$ cat src/strm_pkg.sv
`timescale 1ns / 1ps
// ----------------------------------------------------------------------------
// strm_pkg
// Shared widths, codes, types and helpers of the range-maximum tree engine.
// ----------------------------------------------------------------------------
package strm_pkg;

    localparam int DATA_W          = 32;
    localparam int POS_W           = 11;
    localparam int CNT_W           = 11;
    localparam int DEF_LEAF_COUNT  = 1024;

    localparam logic [CNT_W-1:0]         RESET_ELEMENT_COUNT = 11'd1024;
    localparam logic signed [DATA_W-1:0] FILL_VALUE          = -(32'sd1 <<< 30);

    localparam logic MODE_WRITE = 1'b0;
    localparam logic MODE_QUERY = 1'b1;

    // memory port enables from the sequencer
    typedef struct packed {
        logic we;
        logic re_a;
        logic re_b;
    } ram_ctl_t;

    // finished query handed to the output register
    typedef struct packed {
        logic                     load;
        logic                     bad;
        logic signed [DATA_W-1:0] max_value;
    } result_t;

    function automatic logic signed [DATA_W-1:0] max_val(
        input logic signed [DATA_W-1:0] a,
        input logic signed [DATA_W-1:0] b
    );
        return (a > b) ? a : b;
    endfunction

endpackage

$ cat src/strm_ctrl.sv
`timescale 1ns / 1ps
// ----------------------------------------------------------------------------
// strm_ctrl
// Sequencer for the tree: clearing pass, leaf-to-root update, query walk.
// ----------------------------------------------------------------------------
module strm_ctrl #(
    parameter int  LEAF_COUNT = strm_pkg::DEF_LEAF_COUNT,
    localparam int NODE_W     = $clog2(2 * LEAF_COUNT)
) (
    input  logic                               clk,
    input  logic                               rst_n,
    input  logic                               in_accept,
    input  logic                               mode,
    input  logic [strm_pkg::POS_W-1:0]         position,
    input  logic signed [strm_pkg::DATA_W-1:0] value,
    input  logic [strm_pkg::POS_W-1:0]         range_low,
    input  logic [strm_pkg::POS_W-1:0]         range_high,
    input  logic [strm_pkg::CNT_W-1:0]         element_count,
    input  logic                               out_free,
    output logic                               busy,
    output strm_pkg::ram_ctl_t                 ram_ctl,
    output logic [NODE_W-1:0]                  waddr,
    output logic signed [strm_pkg::DATA_W-1:0] wdata,
    output logic [NODE_W-1:0]                  raddr_a,
    output logic [NODE_W-1:0]                  raddr_b,
    input  logic signed [strm_pkg::DATA_W-1:0] rdata_a,
    input  logic signed [strm_pkg::DATA_W-1:0] rdata_b,
    output strm_pkg::result_t                  result
);

    import strm_pkg::*;

    localparam int IDX_W = (NODE_W + 1 > POS_W) ? NODE_W + 1 : POS_W;
    localparam logic [IDX_W-1:0]  L_IDX     = IDX_W'(LEAF_COUNT);
    localparam logic [IDX_W-1:0]  IDX_ONE   = IDX_W'(1);
    localparam logic [NODE_W-1:0] LAST_NODE = NODE_W'(2 * LEAF_COUNT - 1);

    typedef enum logic [5:0] {
        S_CLEAR  = 6'b000001,
        S_IDLE   = 6'b000010,
        S_WLEAF  = 6'b000100,
        S_WUP    = 6'b001000,
        S_QWALK  = 6'b010000,
        S_QDRAIN = 6'b100000
    } state_t;

    state_t                   state_reg, state_next;
    logic [NODE_W-1:0]        clear_cnt_reg, clear_cnt_next;
    logic [IDX_W-1:0]         idx_reg, idx_next;
    logic [IDX_W-1:0]         right_reg, right_next;
    logic signed [DATA_W-1:0] cur_reg, cur_next;
    logic signed [DATA_W-1:0] best_reg, best_next;
    logic signed [DATA_W-1:0] pair_reg, pair_next;
    logic                     bad_reg, bad_next;
    logic                     va_reg, va_next;
    logic                     vb_reg, vb_next;

    logic [IDX_W-1:0]         pos_ext, lo_ext, hi_ext, ec_ext, limit;
    logic                     pos_ok, query_bad;
    logic [IDX_W-1:0]         sib_idx, parent_idx, parent_sib, right_dec, left_step;
    logic signed [DATA_W-1:0] up_max;

    assign pos_ext    = IDX_W'(position);
    assign lo_ext     = IDX_W'(range_low);
    assign hi_ext     = IDX_W'(range_high);
    assign ec_ext     = IDX_W'(element_count);
    assign limit      = (ec_ext > L_IDX) ? L_IDX : ec_ext;
    assign pos_ok     = (pos_ext != '0) && (pos_ext <= L_IDX);
    assign query_bad  = (lo_ext == '0) || (lo_ext > hi_ext) || (hi_ext > limit);

    assign sib_idx    = idx_reg ^ IDX_ONE;
    assign parent_idx = idx_reg >> 1;
    assign parent_sib = parent_idx ^ IDX_ONE;
    assign right_dec  = right_reg - IDX_ONE;
    assign left_step  = (idx_reg + IDX_W'(idx_reg[0])) >> 1;
    assign up_max     = max_val(cur_reg, rdata_a);

    assign busy = (state_reg != S_IDLE);

    always_comb
    begin
        state_next     = state_reg;
        clear_cnt_next = clear_cnt_reg;
        idx_next       = idx_reg;
        right_next     = right_reg;
        cur_next       = cur_reg;
        best_next      = best_reg;
        bad_next       = bad_reg;
        va_next        = 1'b0;
        vb_next        = 1'b0;
        pair_next      = max_val(va_reg ? rdata_a : FILL_VALUE,
                                 vb_reg ? rdata_b : FILL_VALUE);
        ram_ctl        = '0;
        waddr          = idx_reg[NODE_W-1:0];
        wdata          = cur_reg;
        raddr_a        = idx_reg[NODE_W-1:0];
        raddr_b        = right_dec[NODE_W-1:0];
        result.load    = 1'b0;
        result.bad     = bad_reg;
        result.max_value = FILL_VALUE;

        case (state_reg)
            S_CLEAR:
            begin
                ram_ctl.we     = 1'b1;
                waddr          = clear_cnt_reg;
                wdata          = FILL_VALUE;
                clear_cnt_next = clear_cnt_reg + NODE_W'(1);
                if (clear_cnt_reg == LAST_NODE)
                begin
                    state_next = S_IDLE;
                end
            end
            S_IDLE:
            begin
                if (in_accept)
                begin
                    if (mode == MODE_WRITE)
                    begin
                        idx_next = L_IDX + pos_ext - IDX_ONE;
                        cur_next = value;
                        // drop writes to positions outside the tree
                        if (pos_ok)
                        begin
                            state_next = S_WLEAF;
                        end
                    end
                    else
                    begin
                        idx_next   = L_IDX + lo_ext - IDX_ONE;
                        right_next = L_IDX + hi_ext;
                        best_next  = FILL_VALUE;
                        bad_next   = query_bad;
                        state_next = query_bad ? S_QDRAIN : S_QWALK;
                    end
                end
            end
            S_WLEAF:
            begin
                ram_ctl.we   = 1'b1;
                ram_ctl.re_a = 1'b1;
                raddr_a      = sib_idx[NODE_W-1:0];
                state_next   = S_WUP;
            end
            S_WUP:
            begin
                ram_ctl.we = 1'b1;
                waddr      = parent_idx[NODE_W-1:0];
                wdata      = up_max;
                cur_next   = up_max;
                idx_next   = parent_idx;
                if (parent_idx == IDX_ONE)
                begin
                    state_next = S_IDLE;
                end
                else
                begin
                    ram_ctl.re_a = 1'b1;
                    raddr_a      = parent_sib[NODE_W-1:0];
                end
            end
            S_QWALK:
            begin
                best_next = max_val(best_reg, pair_reg);
                if (idx_reg < right_reg)
                begin
                    ram_ctl.re_a = idx_reg[0];
                    ram_ctl.re_b = right_reg[0];
                    va_next      = idx_reg[0];
                    vb_next      = right_reg[0];
                    idx_next     = left_step;
                    right_next   = right_reg >> 1;
                end
                else
                begin
                    state_next = S_QDRAIN;
                end
            end
            S_QDRAIN:
            begin
                // last pair lands in best this cycle; hold while the slot is full
                best_next        = max_val(best_reg, pair_reg);
                result.max_value = bad_reg ? FILL_VALUE : best_next;
                if (out_free)
                begin
                    result.load = 1'b1;
                    state_next  = S_IDLE;
                end
            end
            default:
            begin
                state_next = S_CLEAR;
            end
        endcase
    end

    always_ff @(posedge clk or negedge rst_n)
    begin
        if (!rst_n)
        begin
            state_reg     <= S_CLEAR;
            clear_cnt_reg <= '0;
            va_reg        <= 1'b0;
            vb_reg        <= 1'b0;
        end
        else
        begin
            state_reg     <= state_next;
            clear_cnt_reg <= clear_cnt_next;
            va_reg        <= va_next;
            vb_reg        <= vb_next;
        end
    end

    always_ff @(posedge clk)
    begin
        idx_reg   <= idx_next;
        right_reg <= right_next;
        cur_reg   <= cur_next;
        best_reg  <= best_next;
        pair_reg  <= pair_next;
        bad_reg   <= bad_next;
    end

    a_no_rw_same_entry: assert property (@(posedge clk) disable iff (!rst_n)
        (ram_ctl.we && ram_ctl.re_a) |-> (waddr != raddr_a))
        else $error("read and write of the same node in one cycle");

    a_drained_on_load: assert property (@(posedge clk) disable iff (!rst_n)
        result.load |-> (!va_reg && !vb_reg))
        else $error("query result loaded with reads still in flight");

    a_leaf_in_range: assert property (@(posedge clk) disable iff (!rst_n)
        (state_reg == S_WLEAF) |-> (idx_reg >= L_IDX))
        else $error("leaf write below the leaf row");

    a_best_floor: assert property (@(posedge clk) disable iff (!rst_n)
        (state_reg == S_QDRAIN) |-> (best_reg >= FILL_VALUE))
        else $error("running maximum fell below the fill value");

endmodule

$ cat config.mk
export PLATFORM = sky130hd
export DESIGN_NAME = strm_ctrl
export DESIGN_NICKNAME = d
export VERILOG_FILES = /design/src/strm_pkg.sv /design/src/strm_ctrl.sv
export SDC_FILE = /design/constraint.sdc
export NUM_CORES = 1
export LEC_CHECK = 0
export ABC_AREA = 1
export BUFFER_PORTS_ARGS = -buffer_cell sky130_fd_sc_hd__buf_2
export CAP_MARGIN = 10
export CORE_ASPECT_RATIO = 1.5
export CORE_MARGIN = 4
export CORE_UTILIZATION = 50
export DETAILED_ROUTE_END_ITERATION = 16
export HOLD_SLACK_MARGIN = 0.02
export PLACE_DENSITY_LB_ADDON = 0.05
export SYNTH_ARGS = -nofsm -noshare
export SYNTH_HDL_FRONTEND = slang
export SYNTH_SLANG_ARGS = --single-unit
$ cat constraint.sdc
create_clock -name clk -period 4.6 [get_ports clk]
set_input_delay 0.46 -clock clk [delete_from_list [all_inputs] [get_ports clk]]
set_output_delay 0.46 -clock clk [all_outputs]
set_load 0.02 [all_outputs]
# Yosys cells after proc, flatten, opt, wreduce, memory -nomap -nowiden
# Index checks and enable logic that the tools add are counted.
# W data, S select, Z words.
[totals]
input_bits = 145
output_inout_bits = 103
register_bits = 140
[op_classes]
reduce_logical = 17
muxes = 46
bitwise_logic = 2
n_addsub = 8
n_lt_le_gt_ge = 8
eq_ne = 18
[op_table]
columns = ["operator", "n"]
rows = [
  ["$mux W32", 11],
  ["$pmux W32 S2", 3],
  ["$gt A32 B32 Y1", 3],
  ["$mux W12", 6],
  ["$mux W6", 8],
  ["$pmux W11 S2", 2],
  ["$add A11 B11 Y12 const A", 3],
  ["$pmux W12 S3", 1],
  ["$pmux W6 S6", 1],
  ["$pmux W12 S2", 1],
  ["$sub A12 B1 Y12 const B", 2],
  ["$gt A11 B11 Y1", 2],
  ["$mux W11", 2],
  ["$ne A2 B2 Y1 const B", 8],
  ["$add A12 B1 Y12", 1],
  ["$logic_not A12 Y1", 1],
  ["$lt A12 B12 Y1", 1],
  ["$reduce_and A3 Y1", 4],
  ["$reduce_bool A12 Y1", 1],
  ["$add A11 B1 Y11 const B", 1],
  ["$eq A11 B1 Y1 const B", 1],
  ["$eq A11 B11 Y1 const B", 1],
  ["$gt A11 B11 Y1 const B", 1],
  ["$le A11 B11 Y1 const B", 1],
  ["21 further kinds", 33],
]

# Longest topological paths before layout
[logic_depth]
ltp_word = 8
depth_mapped = 19
mapped_depth_nobuf = 18

# Least setup slack after synthesis
# OpenSTA, ideal clock, no wires.
[synth_path]
kind = "register to register"
startpoint = "reg state_reg[4]"
endpoint = "reg cur_reg[0], enable pin"
path_stages_with_launch = 8
setup_ns = 0.466
required_time_ns = 4.134
arrival_ns = 3.637
setup_slack_ns = 0.498
cell_sequence = "dfrtp_1 -> inv_2 -> nand2_1 -> nor4_1 -> inv_1 -> nor2_1 -> inv_1 -> o21ai_0"
[synth_via]
elab_chain_len = 3
[synth_lines]
columns = ["element", "line_no", "rtl"]
rows = [
  ["from (decl)", "strm_ctrl.sv:47", "state_t state_reg, state_next;"],
  ["from (signal assigned)", "strm_ctrl.sv:208", "state_reg <= state_next;"],
  ["$eq A6 B2 Y1 / $eq A6 B4 Y1 (equally long branches)", "strm_ctrl.sv:102", "case (state_reg)"],
  ["$ne A2 B2 Y1 (no line) / $reduce_bool A2 Y1 (equally long branches)", "--", ""],
  ["$reduce_and A3 Y1 (no line) (*)", "--", ""],
  ["to (signal assigned)", "strm_ctrl.sv:219", "cur_reg <= cur_next;"],
  ["to (decl)", "strm_ctrl.sv:51", "logic signed [DATA_W-1:0] cur_reg, cur_next;"],
]
# Every way passes the cells marked *; elsewhere a longest branch is shown, timed or not.
# A chain may end at the register's enable or synchronous reset.

# Worst setup path after layout
[layout_path]
startpoint = "reg state_reg[3]"
endpoint = "out wdata[23] (netlist name)"
[layout_via]
elab_chain_len = 2
[layout_lines]
columns = ["element", "line_no", "rtl"]
rows = [
  ["$eq A6 B4 Y1 / $eq A6 B1 Y1 (equally long branches)", "strm_ctrl.sv:102", ""],
  ["$pmux W32 S2 (*)", "strm_ctrl.sv:102", ""],
  ["to (decl)", "strm_ctrl.sv:23", "output logic signed [strm_pkg::DATA_W-1:0] wdata,"],
]
# Marked as above.

==> flow_summary.toml <==
[status]
status = "completed"

[global_route]
globalRouteOverflowTotal = 0
grt_max_degree = 47
track_usage = 0.289
antenna_found_initial = 1
grt_pass1_vias = 12000
grt_pass1_wl_um = 60800

[place]
dpl_worst_slack_ps = 1080
io_buffers = 247
dp_hpwl_um = 30900
gp_congestion = 0.948

[critical_path]
path_cells = "clkinv_1 > nand2_1 > inv_2 > nand4_1 > buf_4 > nand2_1 > inv_1 > nand2_1 > nand2_1 > buf_2"
start_kind = "flop"
worstSetupPathType = "reg2out"
cp-end-kind = "output port"
critical_path_buf_inv_count = 5
cpMostUsedCell = "nand2_1"
critPathMaxStageDelay_ps = 980
slowest_stage = "inv_1"
cp.arrival_ps = 3290
worstPathMaxFanout = 31
cp.required_ps = 4140
crit_family = "buffers and inverters"

[floorplanning]
die_area_mm2 = 0.0267
initial_utilization = 0.509
die_w_um = 135
die_h_um = 198
core_mm2 = 0.0237
io_pins = 248
num_rows = 69

[cts]
cts_buffer_depth = 2
clkSinkCount = 140
insertion_delay_ps = 430
h-tree-depth = 4
numCtsBuffers = 17
post_cts_buffers = 0
clkTransAtPathRegs_ps = 60
ctsResizeCount = 0
cts_tree = "done"
cts-root-buf = "clkbuf_16"
hold_buffers = 1

[pwr]
ir_worst_vdd_mv = 0.258
leakagePower_nw = 7.99
p_per_area_mw_per_mm2 = 213

[detailed_routing]
vias = 12400
drc = 0
via_per_inst = 5.37
wl_um = 38900
detail-route-antenna-nets = 0
dr.pass1.iters = 5
drt-wirelength-per-cell_um = 16.9
drtIter0Drc = 743

[sta]
finalSetupViolations = 0
post-route-period-util = 0.815
finalHoldViolCount = 0
finalSetupTns_ps = 0
skew_ps = 8.99
fmax_mhz = 267
slew_violations = 0
min_period_ps = 3750
setup_ws_ps = 851
tightest_slew_ps = 1160
rsz0062_at_grt = "false"
slew_headroom = 0.227

[finish]
drive_gt1_frac = 0.168
final_core_util = 0.598
fin_nets = 2252
layout_common_cells = "527 x nand2_1, 286 x inv_1, 247 x buf_2, 142 x nor2_1, 134 x ha_1"
final_common_cell = "nand2_1"
area_growth_pct = 17.5

[synth]
postSynthAreaPerCell_um2 = 6.88
synthFlopType = "edfxtp_1"
synth_area_mm2 = 0.0121
yosys.cell_types.count = 49
async_flop_share = 0.136
ys_ff_latch = 140
synth_edf_count = 89
synthesis.nets = 2033
seq_area_frac_synth = 0.314
syn_inst = 1754
ys_warn_count = 0

[min_path]
hold_path.class = "in2reg"

[job]
drv_cap = 0
## worst register-to-register path, delay by kind of cell, from the launching register on
| family | cells | cell delay (ps) |
|---|---|---|
| buffers and inverters | 2 | 730 |
| AND/OR/NAND/NOR | 10 | 1650 |
| flip-flops | 1 | 650 |
| adder cells (fa/ha/maj) | 1 | 290 |
## final cells by class
type | count | area (µm²)
fillers | 2329 | 9550
repair buffers | 270 | 1410
multi-input cells | 1240 | 6860
diodes | 1 | 2.50
clock buffers | 19 | 433
inverters | 304 | 1140
well taps | 319 | 399
flip-flops and latches | 140 | 3790
clock inverters | 13 | 150
## where the power goes
part           internal (mW)  switching [mW]  total, mW
Clock                  0.846           0.554       1.40
Sequential              1.33               0       1.33
Combinational          0.113           0.171      0.283
## metrics by stage
stage                     instance area [µm²]  std cells  hold slack [ps]  total power [mW]
after CTS                               14200       2305              295              3.03
after floorplan                         12100       1754              164              1.51
after global routing                    14200       2305              306              3.12
after detailed placement                13600       2272              461              1.64
after global placement                  13600       2272              460              1.64
final                                   14200       2306              304              3.02
## cells in the mapped netlist (4+ instances only)
cell | n | area share
nor4_1 | 9 | 0.0047
o221ai_1 | 10 | 0.0073
buf_2 | 16 | 0.0066
clkbuf_1 | 44 | 0.014
o21a_1 | 5 | 0.0031
nand4_1 | 113 | 0.059
nand3_2 | 4 | 0.0033
buf_4 | 5 | 0.0031
edfxtp_1 | 89 | 0.22
dfrtp_1 | 18 | 0.037
o21ai_0 | 49 | 0.020
dfxtp_1 | 32 | 0.053
o21ai_1 | 6 | 0.0025
nor3_1 | 14 | 0.0058
nand2_1 | 527 | 0.16
a21oi_1 | 75 | 0.031
o211ai_1 | 10 | 0.0062
ha_1 | 134 | 0.14
xor2_1 | 20 | 0.015
inv_2 | 17 | 0.0053
inv_1 | 286 | 0.089
nor2_1 | 143 | 0.044
nand3_1 | 82 | 0.034
buf_1 | 5 | 0.0016
nand3b_1 | 4 | 0.0025
## worst paths after layout
check	slack (ps)	cells after the start	start	endpoint
worst max register to register	1180	13	va_reg	pair_reg[8]
worst min register to register	460	1	clear_cnt_reg[4]	clear_cnt_reg[4]
worst min-delay path	300	3	value[11]	cur_reg[11]
min in group asynchronous	540	2	rst_n	vb_reg
worst max-delay path	850	10	state_reg[3]	wdata[23]
max in group asynchronous	3690	2	rst_n	state_reg[0]
## routing by layer
layer	global-route usage	part of all wire	up-vias
li1	-	-	6181
met1	0.304	0.36	5658
met2	0.547	0.53	436
met3	0.0414	0.055	114
met4	0.157	0.055	0
met5	0	0	-
## kinds of logic after synthesis
kind of cell | count (synthesis) | synth area share
xor+xnor | 22 | 0.0160
buf+inv | 374 | 0.119
compound gates | 172 | 0.0817
simple gates | 912 | 0.330
fa+ha+maj | 134 | 0.139
flops | 140 | 0.314
(Power assumes the default switching activity.)
